### src/rtl/pulse_tachometer_bar_graph_macros.svh
// ----------------------------------------------------------------------------
// Tachometer assertion macros
// Immediate-consequence and next-cycle property checks on the block clock.
// ----------------------------------------------------------------------------
`ifndef PULSE_TACHOMETER_BAR_GRAPH_MACROS_SVH
`define PULSE_TACHOMETER_BAR_GRAPH_MACROS_SVH

`ifndef NO_ASSERTIONS
`define TACH_ASSERT_NOW(label, ante, cons) \
  label: assert property (@(posedge clk_i) disable iff (!rst_ni) (ante) |-> (cons)) \
    else $error("tachometer check failed");
`define TACH_ASSERT_NEXT(label, ante, cons) \
  label: assert property (@(posedge clk_i) disable iff (!rst_ni) (ante) |=> (cons)) \
    else $error("tachometer check failed");
`else
`define TACH_ASSERT_NOW(label, ante, cons)
`define TACH_ASSERT_NEXT(label, ante, cons)
`endif

`endif

### src/rtl/ptbg_pkg.sv
// ----------------------------------------------------------------------------
// Tachometer package
// Sizes of the shared divider and the bar pattern encoding.
// ----------------------------------------------------------------------------
`timescale 1ns / 1ps

package ptbg_pkg;

  localparam int LedCount = 16;
  localparam int LitW     = $clog2(LedCount + 1);
  localparam int Blocks   = ((LedCount + 7) / 8) < 2 ? ((LedCount + 7) / 8) : 2;

  localparam int DivW = 26;
  localparam int DvsW = 36;
  localparam int CntW = $clog2(DivW);
  localparam int MulW = 40;

  localparam logic [DivW-1:0] MinuteUs = DivW'(60000000);
  localparam logic [31:0]     SecondUs = 32'd1000000;

  function automatic logic [15:0] bar_for_leds(input logic [LitW-1:0] lit);
    logic [15:0] pat;
    logic [7:0]  part_byte;
    int          full;
    pat       = '0;
    full      = int'(lit) / 8;
    part_byte = ~(8'hFF >> lit[2:0]);
    for (int i = 0; i < Blocks; i++) begin
      if (i < full) begin
        pat[8*i +: 8] = 8'hFF;
      end else if (i == full) begin
        pat[8*i +: 8] = part_byte;
      end else begin
        pat[8*i +: 8] = 8'h00;
      end
    end
    return pat;
  endfunction

endpackage

### src/rtl/pulse_tachometer_bar_graph.sv
// ----------------------------------------------------------------------------
// Pulse tachometer with LED bar graph
// Period-measuring tachometer: speed from pulse gap, then LED count and bar.
// ----------------------------------------------------------------------------
// Each input word is the microsecond timestamp of one tacho pulse, and each
// one yields one output word with the held speed, the lit LED count and the
// bar pattern. The block takes one word at a time and stalls its input
// meanwhile. A pulse whose gap is short enough to be measured sets a new
// speed; one whose gap is too long clears the speed; one that keeps the held
// speed skips the speed measurement. A single restoring divider, one quotient
// bit per cycle over 26 bits, is run for the speed when the gap is measured
// and always for the LED count, with one shared 8 by 32 bit multiplier
// forming the measurement window and the divisor.
// A result that the receiver has not yet taken holds the next one back.
`timescale 1ns / 1ps
`include "pulse_tachometer_bar_graph_macros.svh"

module pulse_tachometer_bar_graph (
  input  logic                 clk_i,
  input  logic                 rst_ni,
  input  logic                 psel,
  input  logic                 penable,
  input  logic                 pwrite,
  input  logic [2:0]           paddr,
  input  logic [31:0]          pwdata,
  output logic [31:0]          prdata,
  output logic                 pready,
  input  logic                 in_valid_i,
  output logic                 in_stall_o,
  input  logic [31:0]          timestamp_us_i,
  output logic                 out_valid_o,
  input  logic                 out_stall_i,
  output logic [15:0]          speed_rpm_o,
  output logic [4:0]           lit_count_o,
  output logic [15:0]          bar_pattern_o
);
  import ptbg_pkg::*;

  typedef enum logic [6:0] {
    S_IDLE  = 7'b0000001,
    S_WIN   = 7'b0000010,
    S_MUL   = 7'b0000100,
    S_DIV1  = 7'b0001000,
    S_LOAD2 = 7'b0010000,
    S_DIV2  = 7'b0100000,
    S_DONE  = 7'b1000000
  } state_e;

  localparam logic RegPpr = 1'b0;
  localparam logic RegFs  = 1'b1;

  state_e           state_q, state_d;
  logic [7:0]       ppr_q;
  logic [15:0]      fs_q;
  logic [31:0]      last_q;
  logic [31:0]      gap_q;
  logic [15:0]      held_q;
  logic [MulW-1:0]  mul_q;
  logic [DvsW-1:0]  rem_q;
  logic [DivW-1:0]  quo_q;
  logic [DvsW-1:0]  dvs_q;
  logic [CntW-1:0]  cnt_q;
  logic [LitW-1:0]  lit_q;
  logic             out_valid_q;
  logic [15:0]      speed_out_q;
  logic [4:0]       lit_out_q;
  logic [15:0]      bar_out_q;

  logic             cfg_write;
  logic             in_accept;
  logic [31:0]      mul_b;
  logic [MulW-1:0]  mul_res;
  logic [DvsW:0]    trial;
  logic [DvsW:0]    diff;
  logic             ge;
  logic [DivW-1:0]  quo_next;
  logic             short_gap;
  logic [15:0]      speed_sat;
  logic [LitW-1:0]  lit_sat;
  logic             out_free;

  assign pready    = 1'b1;
  assign cfg_write = psel & penable & pwrite;
  assign in_accept = in_valid_i & ~in_stall_o;
  assign in_stall_o = (state_q != S_IDLE);

  always_comb begin
    case (paddr[2])
      RegPpr:  prdata = {24'd0, ppr_q};
      RegFs:   prdata = {16'd0, fs_q};
      default: prdata = '0;
    endcase
  end

  always_ff @(posedge clk_i or negedge rst_ni) begin
    if (!rst_ni) begin
      ppr_q <= 8'd1;
      fs_q  <= 16'd16000;
    end else if (cfg_write) begin
      case (paddr[2])
        RegPpr:  ppr_q <= pwdata[7:0];
        RegFs:   fs_q  <= pwdata[15:0];
        default: ;
      endcase
    end
  end

  assign mul_b     = (state_q == S_WIN) ? SecondUs : gap_q;
  assign mul_res   = MulW'(ppr_q) * MulW'(mul_b);
  assign short_gap = MulW'(gap_q) < mul_q;

  assign trial    = {rem_q, quo_q[DivW-1]};
  assign ge       = trial >= {1'b0, dvs_q};
  assign diff     = trial - {1'b0, dvs_q};
  assign quo_next = {quo_q[DivW-2:0], ge};

  assign speed_sat = (|quo_next[DivW-1:16]) ? 16'hFFFF : quo_next[15:0];
  assign lit_sat   = ((fs_q == 16'd0) || (quo_next > DivW'(LedCount))) ?
                     LitW'(LedCount) : quo_next[LitW-1:0];

  assign out_free = ~out_valid_q | ~out_stall_i;

  always_comb begin
    state_d = state_q;
    case (state_q)
      S_IDLE: begin
        if (in_accept) begin
          if ((last_q != 32'd0) && (last_q < timestamp_us_i)) begin
            state_d = S_WIN;
          end else begin
            state_d = S_LOAD2;
          end
        end
      end
      S_WIN:   state_d = S_MUL;
      S_MUL:   state_d = short_gap ? S_DIV1 : S_LOAD2;
      S_DIV1:  state_d = (cnt_q == '0) ? S_LOAD2 : S_DIV1;
      S_LOAD2: state_d = S_DIV2;
      S_DIV2:  state_d = (cnt_q == '0) ? S_DONE : S_DIV2;
      S_DONE:  state_d = out_free ? S_IDLE : S_DONE;
      default: state_d = S_IDLE;
    endcase
  end

  always_ff @(posedge clk_i or negedge rst_ni) begin
    if (!rst_ni) begin
      state_q     <= S_IDLE;
      last_q      <= '0;
      held_q      <= '0;
      out_valid_q <= 1'b0;
    end else begin
      state_q <= state_d;
      if (in_accept) begin
        last_q <= timestamp_us_i;
      end
      if ((state_q == S_MUL) && !short_gap) begin
        held_q <= '0;
      end else if ((state_q == S_DIV1) && (cnt_q == '0)) begin
        held_q <= speed_sat;
      end
      if ((state_q == S_DONE) && out_free) begin
        out_valid_q <= 1'b1;
      end else if (!out_stall_i) begin
        out_valid_q <= 1'b0;
      end
    end
  end

  always_ff @(posedge clk_i) begin
    if (in_accept) begin
      gap_q <= timestamp_us_i - last_q;
    end
    if ((state_q == S_WIN) || (state_q == S_MUL)) begin
      mul_q <= mul_res;
    end
    case (state_q)
      S_MUL: begin
        rem_q <= '0;
        quo_q <= MinuteUs;
        dvs_q <= mul_res[DvsW-1:0];
        cnt_q <= CntW'(DivW - 1);
      end
      S_LOAD2: begin
        rem_q <= '0;
        quo_q <= DivW'(held_q) * DivW'(LedCount);
        dvs_q <= DvsW'(fs_q);
        cnt_q <= CntW'(DivW - 1);
      end
      S_DIV1, S_DIV2: begin
        rem_q <= ge ? diff[DvsW-1:0] : trial[DvsW-1:0];
        quo_q <= quo_next;
        cnt_q <= cnt_q - 1'b1;
      end
      default: ;
    endcase
    if ((state_q == S_DIV2) && (cnt_q == '0)) begin
      lit_q <= lit_sat;
    end
    if ((state_q == S_DONE) && out_free) begin
      speed_out_q <= held_q;
      lit_out_q   <= 5'(lit_q);
      bar_out_q   <= bar_for_leds(lit_q);
    end
  end

  assign out_valid_o   = out_valid_q;
  assign speed_rpm_o   = speed_out_q;
  assign lit_count_o   = lit_out_q;
  assign bar_pattern_o = bar_out_q;

  `TACH_ASSERT_NEXT(a_busy_after_accept, in_accept, in_stall_o)
  `TACH_ASSERT_NOW(a_lit_in_range, out_valid_o, lit_count_o <= 5'(LedCount))
  `TACH_ASSERT_NOW(a_full_bar, out_valid_o && (lit_count_o == 5'(LedCount)), bar_pattern_o == 16'hFFFF)

endmodule
### config.mk
export PLATFORM = sky130hd
export DESIGN_NAME = pulse_tachometer_bar_graph
export DESIGN_NICKNAME = d
export VERILOG_FILES = /design/src/rtl/ptbg_pkg.sv /design/src/rtl/pulse_tachometer_bar_graph.sv
export VERILOG_INCLUDE_DIRS = /design/src /design/src/rtl
export SDC_FILE = /design/constraint.sdc
export NUM_CORES = 1
export LEC_CHECK = 0
export BUFFER_PORTS_ARGS = -buffer_cell sky130_fd_sc_hd__buf_2
export CORE_MARGIN = 4
export CORE_UTILIZATION = 60
export DETAILED_ROUTE_END_ITERATION = 12
export GPL_TIMING_DRIVEN = 0
export PLACE_DENSITY = 0.79
export SLEW_MARGIN = 20
export SYNTH_ARGS = -nofsm -noshare
export SYNTH_HDL_FRONTEND = slang
export SYNTH_SLANG_ARGS = --single-unit
export TNS_END_PERCENT = 50
### constraint.sdc
create_clock -name clk_i -period 9 [get_ports clk_i]
set_clock_uncertainty 0.1 [all_clocks]
set_input_delay 0.45 -clock clk_i [delete_from_list [all_inputs] [get_ports clk_i]]
set_output_delay 0.45 -clock clk_i [all_outputs]
set_load 0.02 [all_outputs]
==> impl_summary.md, run 1 <==
Clock tree
TritonCTS built the clock tree. The clock sink total is 297. In this run the number of H-tree levels came out at 2. No sink is reached through more buffers than the 3 on the longest clock path. The clock-pin slew on the worst setup and hold paths is 60 ps. Clock tree synthesis inserted a total of 35 buffers. At the later pin of the worst-skew pair, clock insertion delay measures 570 ps. The tree is rooted in a clkbuf_16.

Once the clock tree was built, the resizer swapped 0 gates to a different size.

GRT
In the global route stage, overall resource usage came out at 27.97%. The number of global-route vias before repair came to 18921. The initial antenna violation count came to 1. The first global-routing pass estimated 97.95 mm of wire.

Entering global routing, the biggest net connects 51 pins. The total overflow reported by the global router is 0.

Timing
Static timing analysis puts the maximum clock frequency at 123.1 MHz. At the pin with the least slew margin, the transition time is 774.8 ps. The hold violation total from the final report is 0. Setup repair after global routing left no endpoint under its margin. The number of pins exceeding their max-slew limit in the final report is 0.

The worst path in the final design needs a cycle of 8122 ps, including I/O delays and setup. After layout, the worst path uses 90.24% of the clock period. Setup total negative slack on the finished layout was measured at 0 ps. The setup-violating endpoint count in the final report is 0. Headroom to the max-slew limit came out at 48.35%.

Critical path
The worst setup path is launched from a flip-flop. The critical path class is flip-flop to flip-flop. STA classifies the critical path endpoint as a flip-flop. The largest fanout on the critical path is 10. For the worst setup path, the data arrival time is 8320 ps. The cell count of the worst reg-to-reg path is 25.

At the worst endpoint, the required time is 9200 ps.

Status
The flow ran to the end, and the final reports show no timing, DRC or antenna violations.

Final layout
The area used by multi-input combinational logic is 13710 µm². The share of post-route cells with drive strength above 1 is 10.78%. The fill cell total of the finished layout is 2952. Compared with the post-synthesis result, the final layout area differs by 11.21%. The net count of the finished layout is 2978. Across the whole layout, storage elements account for 8528 µm².

Synth
The share of synthesized area in the top cell type comes to 27.32%. The sequential-to-total area share from yosys stat is 35.76%. The primary flip-flop cell chosen by synthesis mapping is edfxtp_1. The xor/xnor share of the synthesized area is 3.268%. The adder-cell share of the synthesized area is 23.67%. The synthesized netlist devotes 15.95% of its cell area to simple gates.

The dominant combinational cell family by area after synthesis is adder cells. The number of synthesized register bits is 297. The largest total area in the synthesized netlist belongs to edfxtp_1. The multiplexer fraction of the synthesized cell area is 2.261%. Sorting the synthesized cells by area gives the leading types as edfxtp_1 27%, fa_1 15%, ha_1 8.4%. The average instance area after synthesis is 9.996 µm². In this run the cell area of the synthesized design comes to 23850 µm². The compound-gate portion of the synthesized area is 11.97%. For this run, asynchronously set or reset flops after synthesis account for 26.94%.

In the synthesized netlist, the number of instances is 2386. The distinct cell type count after synthesis is 82. The number of warnings reported in the yosys synthesis log is 0. The count of flip-flops with a built-in enable after synthesis is 217.

Route
In the final routed layout, each cell accounts on average for 19.48 µm. The detailed-routing iteration count for the pre-antenna-repair pass is 5. The count of antenna-violating nets left after detailed routing is 0. The detailed-route via count is 18447. In the routed layout, each cell is associated on average with a via count of 5.935.

Wires add up to 60.54 mm. For this block, the initial DRC count from the detailed router was 1416. The number of DRC violations after detailed routing is 0.

Placed design
The count of input and output buffers is 109. The final estimated routing congestion in global placement is 0.9912. Detailed placement ended at an HPWL of 47.05 mm.

Floorplan
The number of I/O pins is 146. The die height is 207.4 µm. In this run the core area contains 72 standard-cell rows. In this run the standard cell core region covers 39010 µm². The die width is 207.4 µm. The floorplan step defined a die boundary enclosing 43000 µm².

The effective utilization at floorplan is 61.14%.

Min path
The cell depth of the worst hold path is 2. The min-delay analysis places its worst path in the category input pin to flip-flop.

Run
Max-cap violations in this run came to 0.
==> area by class of cell <==
type,instances,area share (%)
plain buffers,108,1.830
flip-flops and latches,297,32.15
diodes,1,0.009434
clock inverters,14,0.6180
multi-input cells,1674,51.68
clock buffers,50,3.741
inverters,322,4.557
well taps,518,2.444
repair buffers,124,2.972
==> per-stage QoR <==
step | area [µm²] | instances | util [%] | setup slack, ps | hold WS, ps
CTS | 26520 | 3107 | 67.99 | 991.2 | 0.8750
finish | 26520 | 3108 | 68.00 | 878.1 | 23.35
floorplan | 23910 | 2401 | - | 2758 | 54.41
global placement | 25100 | 3028 | 64.35 | 1212 | 368.9
detailed placement | 25270 | 3034 | 64.79 | 1019 | 303.5
global route | 26520 | 3108 | 68.00 | 581.4 | 16.85
==> sequential cells by signal, indices dropped and copies added (netlist names), 26 cells and up <==
| name | cells |
|---|---|
| mul_q | 40 |
| dvs_q | 36 |
| rem_q | 36 |
| gap_q | 32 |
| last_q | 32 |
| quo_q | 26 |
==> final timing paths <==
check / start / endpoint / slack [ps]
setup reg to reg: state_q[0] / mul_q[39] / 880
setup / recovery: state_q[0] / mul_q[39] / 880
max in group asynchronous: rst_ni / fs_q[13] / 7850
min in group asynchronous: rst_ni / last_q[24] / 270
hold reg to reg: held_q[8] / speed_rpm_o[8] / 370
hold / removal: pwdata[9] / fs_q[9] / 20
==> worst max-delay path, stage by stage (launching register included) <==
cell and delay [ps]:
dfstp_2 550, nor3_1 80, nor3b_1 160, nand3b_1 370, clkbuf_1 630, and2_1 220, clkbuf_1 530, nand2_1 200
fa_1 580, inv_1 50, fa_1 460, fa_1 560, inv_1 70, fa_1 540, inv_1 50, ha_1 360
a21o_1 210, a31oi_1 340, a21bo_2 200, a21oi_1 80, a31oi_2 350, a21oi_1 240, a21oi_1 290, o21ai_1 140
o41a_1 340, xnor2_1 140
==> cells in the final DEF, fill, tap and decap left out, types with 13 or more instances in the layout <==
cell	Yosys	final
nand3_1	22	22
conb_1	2	17
buf_4	18	19
or3_1	13	13
nor3_1	19	19
edfxtp_1	217	217
dfrtp_1	72	72
nor2b_1	73	73
and2_1	25	25
nand2_1	220	219
buf_2	9	117
o21ai_0	77	77
o21bai_1	18	18
a21oi_1	117	116
fa_1	182	182
mux2_2	47	47
nand4_1	24	24
nand2b_1	20	17
clkbuf_16	0	35
and3_1	158	158
a211oi_1	32	32
nor2_1	117	117
nor4_1	22	22
xnor2_1	65	65
ha_1	160	160
xor2_1	24	24
inv_1	320	320
clkbuf_1	76	84
a21o_1	74	74
o21a_1	18	18
==> what timing repair did <==
item | CTS | global route
setup endpoints to repair | 0 | 0
hold endpoints to repair | 38 | 0
buffers inserted | 0 | 0
hold buffers | 9 | 0
==> kinds of logic after synthesis <==
| family | count (synthesis) |
|---|---|
| and+or+nand+nor | 742 |
| other | 2 |
| AOI/OAI and AO/OA | 436 |
| DFF | 297 |
| muxes | 48 |
| buffers and inverters | 430 |
| xor gates and xnor gates | 89 |
| adders and majority gates | 342 |
==> cell usage after synthesis, drive strengths merged (22+ instances only) <==
cell / number
and3: 158
nor2b: 73
and2: 26
a21oi: 118
nand3: 22
xor2: 24
ha: 160
clkbuf: 76
nand4: 24
xnor2: 65
mux2: 47
buf: 32
a211oi: 34
nor2: 117
dfrtp: 72
o21ai: 87
fa: 182
edfxtp: 217
a21o: 74
inv: 321
nand2: 220
nor4: 22
==> metal layers <==
metal | share of wire (%) | up-vias | track usage, %
met2 | 47 | 862 | 46.91
met3 | 7.9 | 184 | 4.473
li1 | - | 8504 | -
met1 | 39 | 8897 | 35.64
met5 | 0 | - | 0
met4 | 5.3 | 0 | 13.63
Power of run 1 is left out: the tool's default activity adds up to more than one toggle a clock period on the data nets, which glitch-free logic cannot reach.
==> inputs of run 2 (changes only) <==
--- a/config.mk
+++ b/config.mk
@@ -8,10 +8,9 @@
 export LEC_CHECK = 0
 export BUFFER_PORTS_ARGS = -buffer_cell sky130_fd_sc_hd__buf_2
 export CORE_MARGIN = 4
-export CORE_UTILIZATION = 60
+export CORE_UTILIZATION = 30
 export DETAILED_ROUTE_END_ITERATION = 12
 export GPL_TIMING_DRIVEN = 0
-export PLACE_DENSITY = 0.79
 export SLEW_MARGIN = 20
 export SYNTH_ARGS = -nofsm -noshare
 export SYNTH_HDL_FRONTEND = slang
==> run 2 against run 1 <==
- sequential cell count stayed put
- design area is 4.1% higher
- wire length is 5.4% higher
- clock-buffer cell count is 1 lower
- largest cell class unchanged
==> impl_summary.md, run 2 (same netlist as run 1, synthesis figures left out) <==
Run
The max capacitance violation total is 0 (unchanged).

Final layout
The share of post-route cells with drive strength above 1 is 10.90% (+0.13 points). The number of flip-flops in the largest register is 40 (unchanged). The largest registers in the layout are mul_q x40, dvs_q x36, rem_q x36. The final design utilization came to 35.00% (-33 points). The growth of design area from synthesis to finish is 15.74%.

The most common cell after layout, fill and taps aside is inv_1. The number of nets at the end of the flow is 3010 (+1.1%). In the layout the commonest cells are 320 x inv_1, 219 x nand2_1, 217 x edfxtp_1.

The most flop-heavy register is mul_q. The fill cell total of the finished layout came to 8127 (+180%).

Placed design
The setup slack at placement is 1160 ps (+141.3 ps). The count of input and output buffers is 109 (unchanged). The post-detailed-placement half-perimeter wirelength was 50.01 mm (+6.3%).

The final estimated routing congestion in global placement is 0.8936 (-9.8%).

Timing
The final critical-path required period is 7916 ps (-205.8 ps). The transition at the pin with the smallest max-transition slack is 801.7 ps (+26.97 ps). The post-layout worst setup margin is 1084 ps (+205.8 ps).

The share of the clock period used by the worst path after layout is 87.96% (-2.3 points). The peak clock frequency supported by timing is 126.3 MHz (+2.6%). The number of pins exceeding their max-slew limit in the final report is 0 (unchanged). The hold violation total from the final report is 0 (unchanged).

The setup-violating endpoint count in the final report came to 0 (unchanged). Setup repair after global routing left no endpoint under its margin. The final total negative setup slack came to 0 ps (unchanged). The worst slew margin relative to its limit is 46.55% (-1.8 points).

GRT
The initial antenna violation count is 1 (unchanged). The global-route wire length before repair is 101.7 mm (+3.8%). The pin count of the biggest net entering global routing is 50 (-2.0%). The global-route usage over all layers is 15.02% (-13 points). The total overflow reported by the global router came to 0 (unchanged). The number of global-route vias before repair is 17838 (-5.7%).

Critical path
The launch point of the worst path is state_q[5]. The largest fanout on the critical path is 10 (unchanged). The startpoint identified for the worst register-to-register timing path is state_q[5]. The cell count of the worst reg-to-reg path is 24 (-4.0%).

The category of the worst setup path launch point is a flip-flop. The arrival time reported for the critical path endpoint is 8140 ps (-180 ps). The required time at the worst-slack endpoint is 9220 ps (+20 ps). STA classifies the critical path endpoint as a flip-flop.

The critical path class is flip-flop to flip-flop.

Floorplan
The area of the die came to 84080 µm² (+96%). The row count is 103 (+43%). The die height was 290.0 µm (+40%). The effective utilization at floorplan was 30.24% (-31 points). The area of the core is 78870 µm² (+100%). The number of I/O pins is 146 (unchanged). The die width is 290.0 µm (+40%).

Route
The detailed-route via count is 17839 (-3.3%). The average wire per standard cell is 17.37 µm (-11%). The detailed-routing iteration count for the pre-antenna-repair pass is 5 (unchanged). The number of DRC violations after detailed routing is 0 (unchanged). The average via count per standard cell is 4.853 (-18%). The violation count after the first detailed-route iteration came to 1223 (-14%). The count of antenna-violating nets left after detailed routing came to 0 (unchanged). The total wire length is 63.84 mm (+5.4%).

Clock tree
TritonCTS built the clock tree. The number of H-tree levels is 2 (unchanged). The number of resized instances in the post-cts repair step was 0 (unchanged).

The clock-pin slew on the worst setup and hold paths came to 60 ps (about the same). The buffer levels on the longest clock path was 3 (unchanged). The clock sink total is 297 (unchanged). The clock buffer count from CTS is 38 (+8.6%). The tree is rooted in a clkbuf_16. The latest clock arrival within the worst-skew pair is 570 ps (about the same).

Min path
The cell depth of the worst hold path came to 3 (+1). The hold path startpoint is timestamp_us_i[29]. The tightest min-delay check is of the input pin to flip-flop type.

Status
The run finished with clean final reports.
## run 2: repair_timing
| action | CTS | global route |
|---|---|---|
| setup buffers | 0 | 0 |
| hold buffers | 39 | 0 |
| hold endpoints to repair | 72 | 0 |
## run 2: critical path, stage by stage, from the launching register on
cell and delay (ps):
dfrtp_1 400, nor3_1 290, nor3b_1 290, nand3b_1 460, inv_1 200, clkbuf_1 520
nor2_1 350, nor2b_1 240, fa_1 460, fa_1 520, fa_1 550, inv_1 60
fa_1 560, inv_1 70, ha_1 380, nand2_1 100, o21a_1 210, a21bo_2 210
o21ai_1 240, a31oi_2 200, o31ai_1 500, a221o_1 330, a41o_1 190, a21oi_1 70
xnor2_1 130
## run 2: per-stage QoR
stage          std cells  hold WS (ps)  instance area [µm²]
3_3_place_gp        3560         386.4                25770
3_5_place_dp        3565         259.1                25920
5_1_grt             3674         24.18                27600
4_1_cts             3673         2.290                27600
6_report            3676         26.39                27600
2_1_floorplan       2401         54.41                23910
## run 2: layout make-up
type	count	area, µm²	share of cell area (%)
multi-input combinational	1674	13710	49.67
tap	1050	1314	4.759
buffer	108	485.5	1.759
sequential	297	8528	30.89
timing repair buffer	153	1065	3.857
inverter	322	1209	4.379
antenna	3	7.507	0.02720
clock inverter	20	230.2	0.8340
clock buffer	49	1054	3.817
## run 2: final timing paths
path / to / slack (ps)
max: mul_q[38] / 1080
min: last_q[29] / 30
max reg2reg: mul_q[38] / 1080
min reg2reg: speed_rpm_o[8] / 400
max in group asynchronous: fs_q[13] / 7920
min in group asynchronous: last_q[25] / 220
## run 2: per-layer routing
layer	vias up	track usage (%)	part of all wire, %
met4	0	4.102	2.5
met2	429	24.18	45
met1	8759	21.15	47
met3	82	2.235	5.2
met5	-	0	0
li1	8569	-	-
Power of run 2 is left out for the same reason.
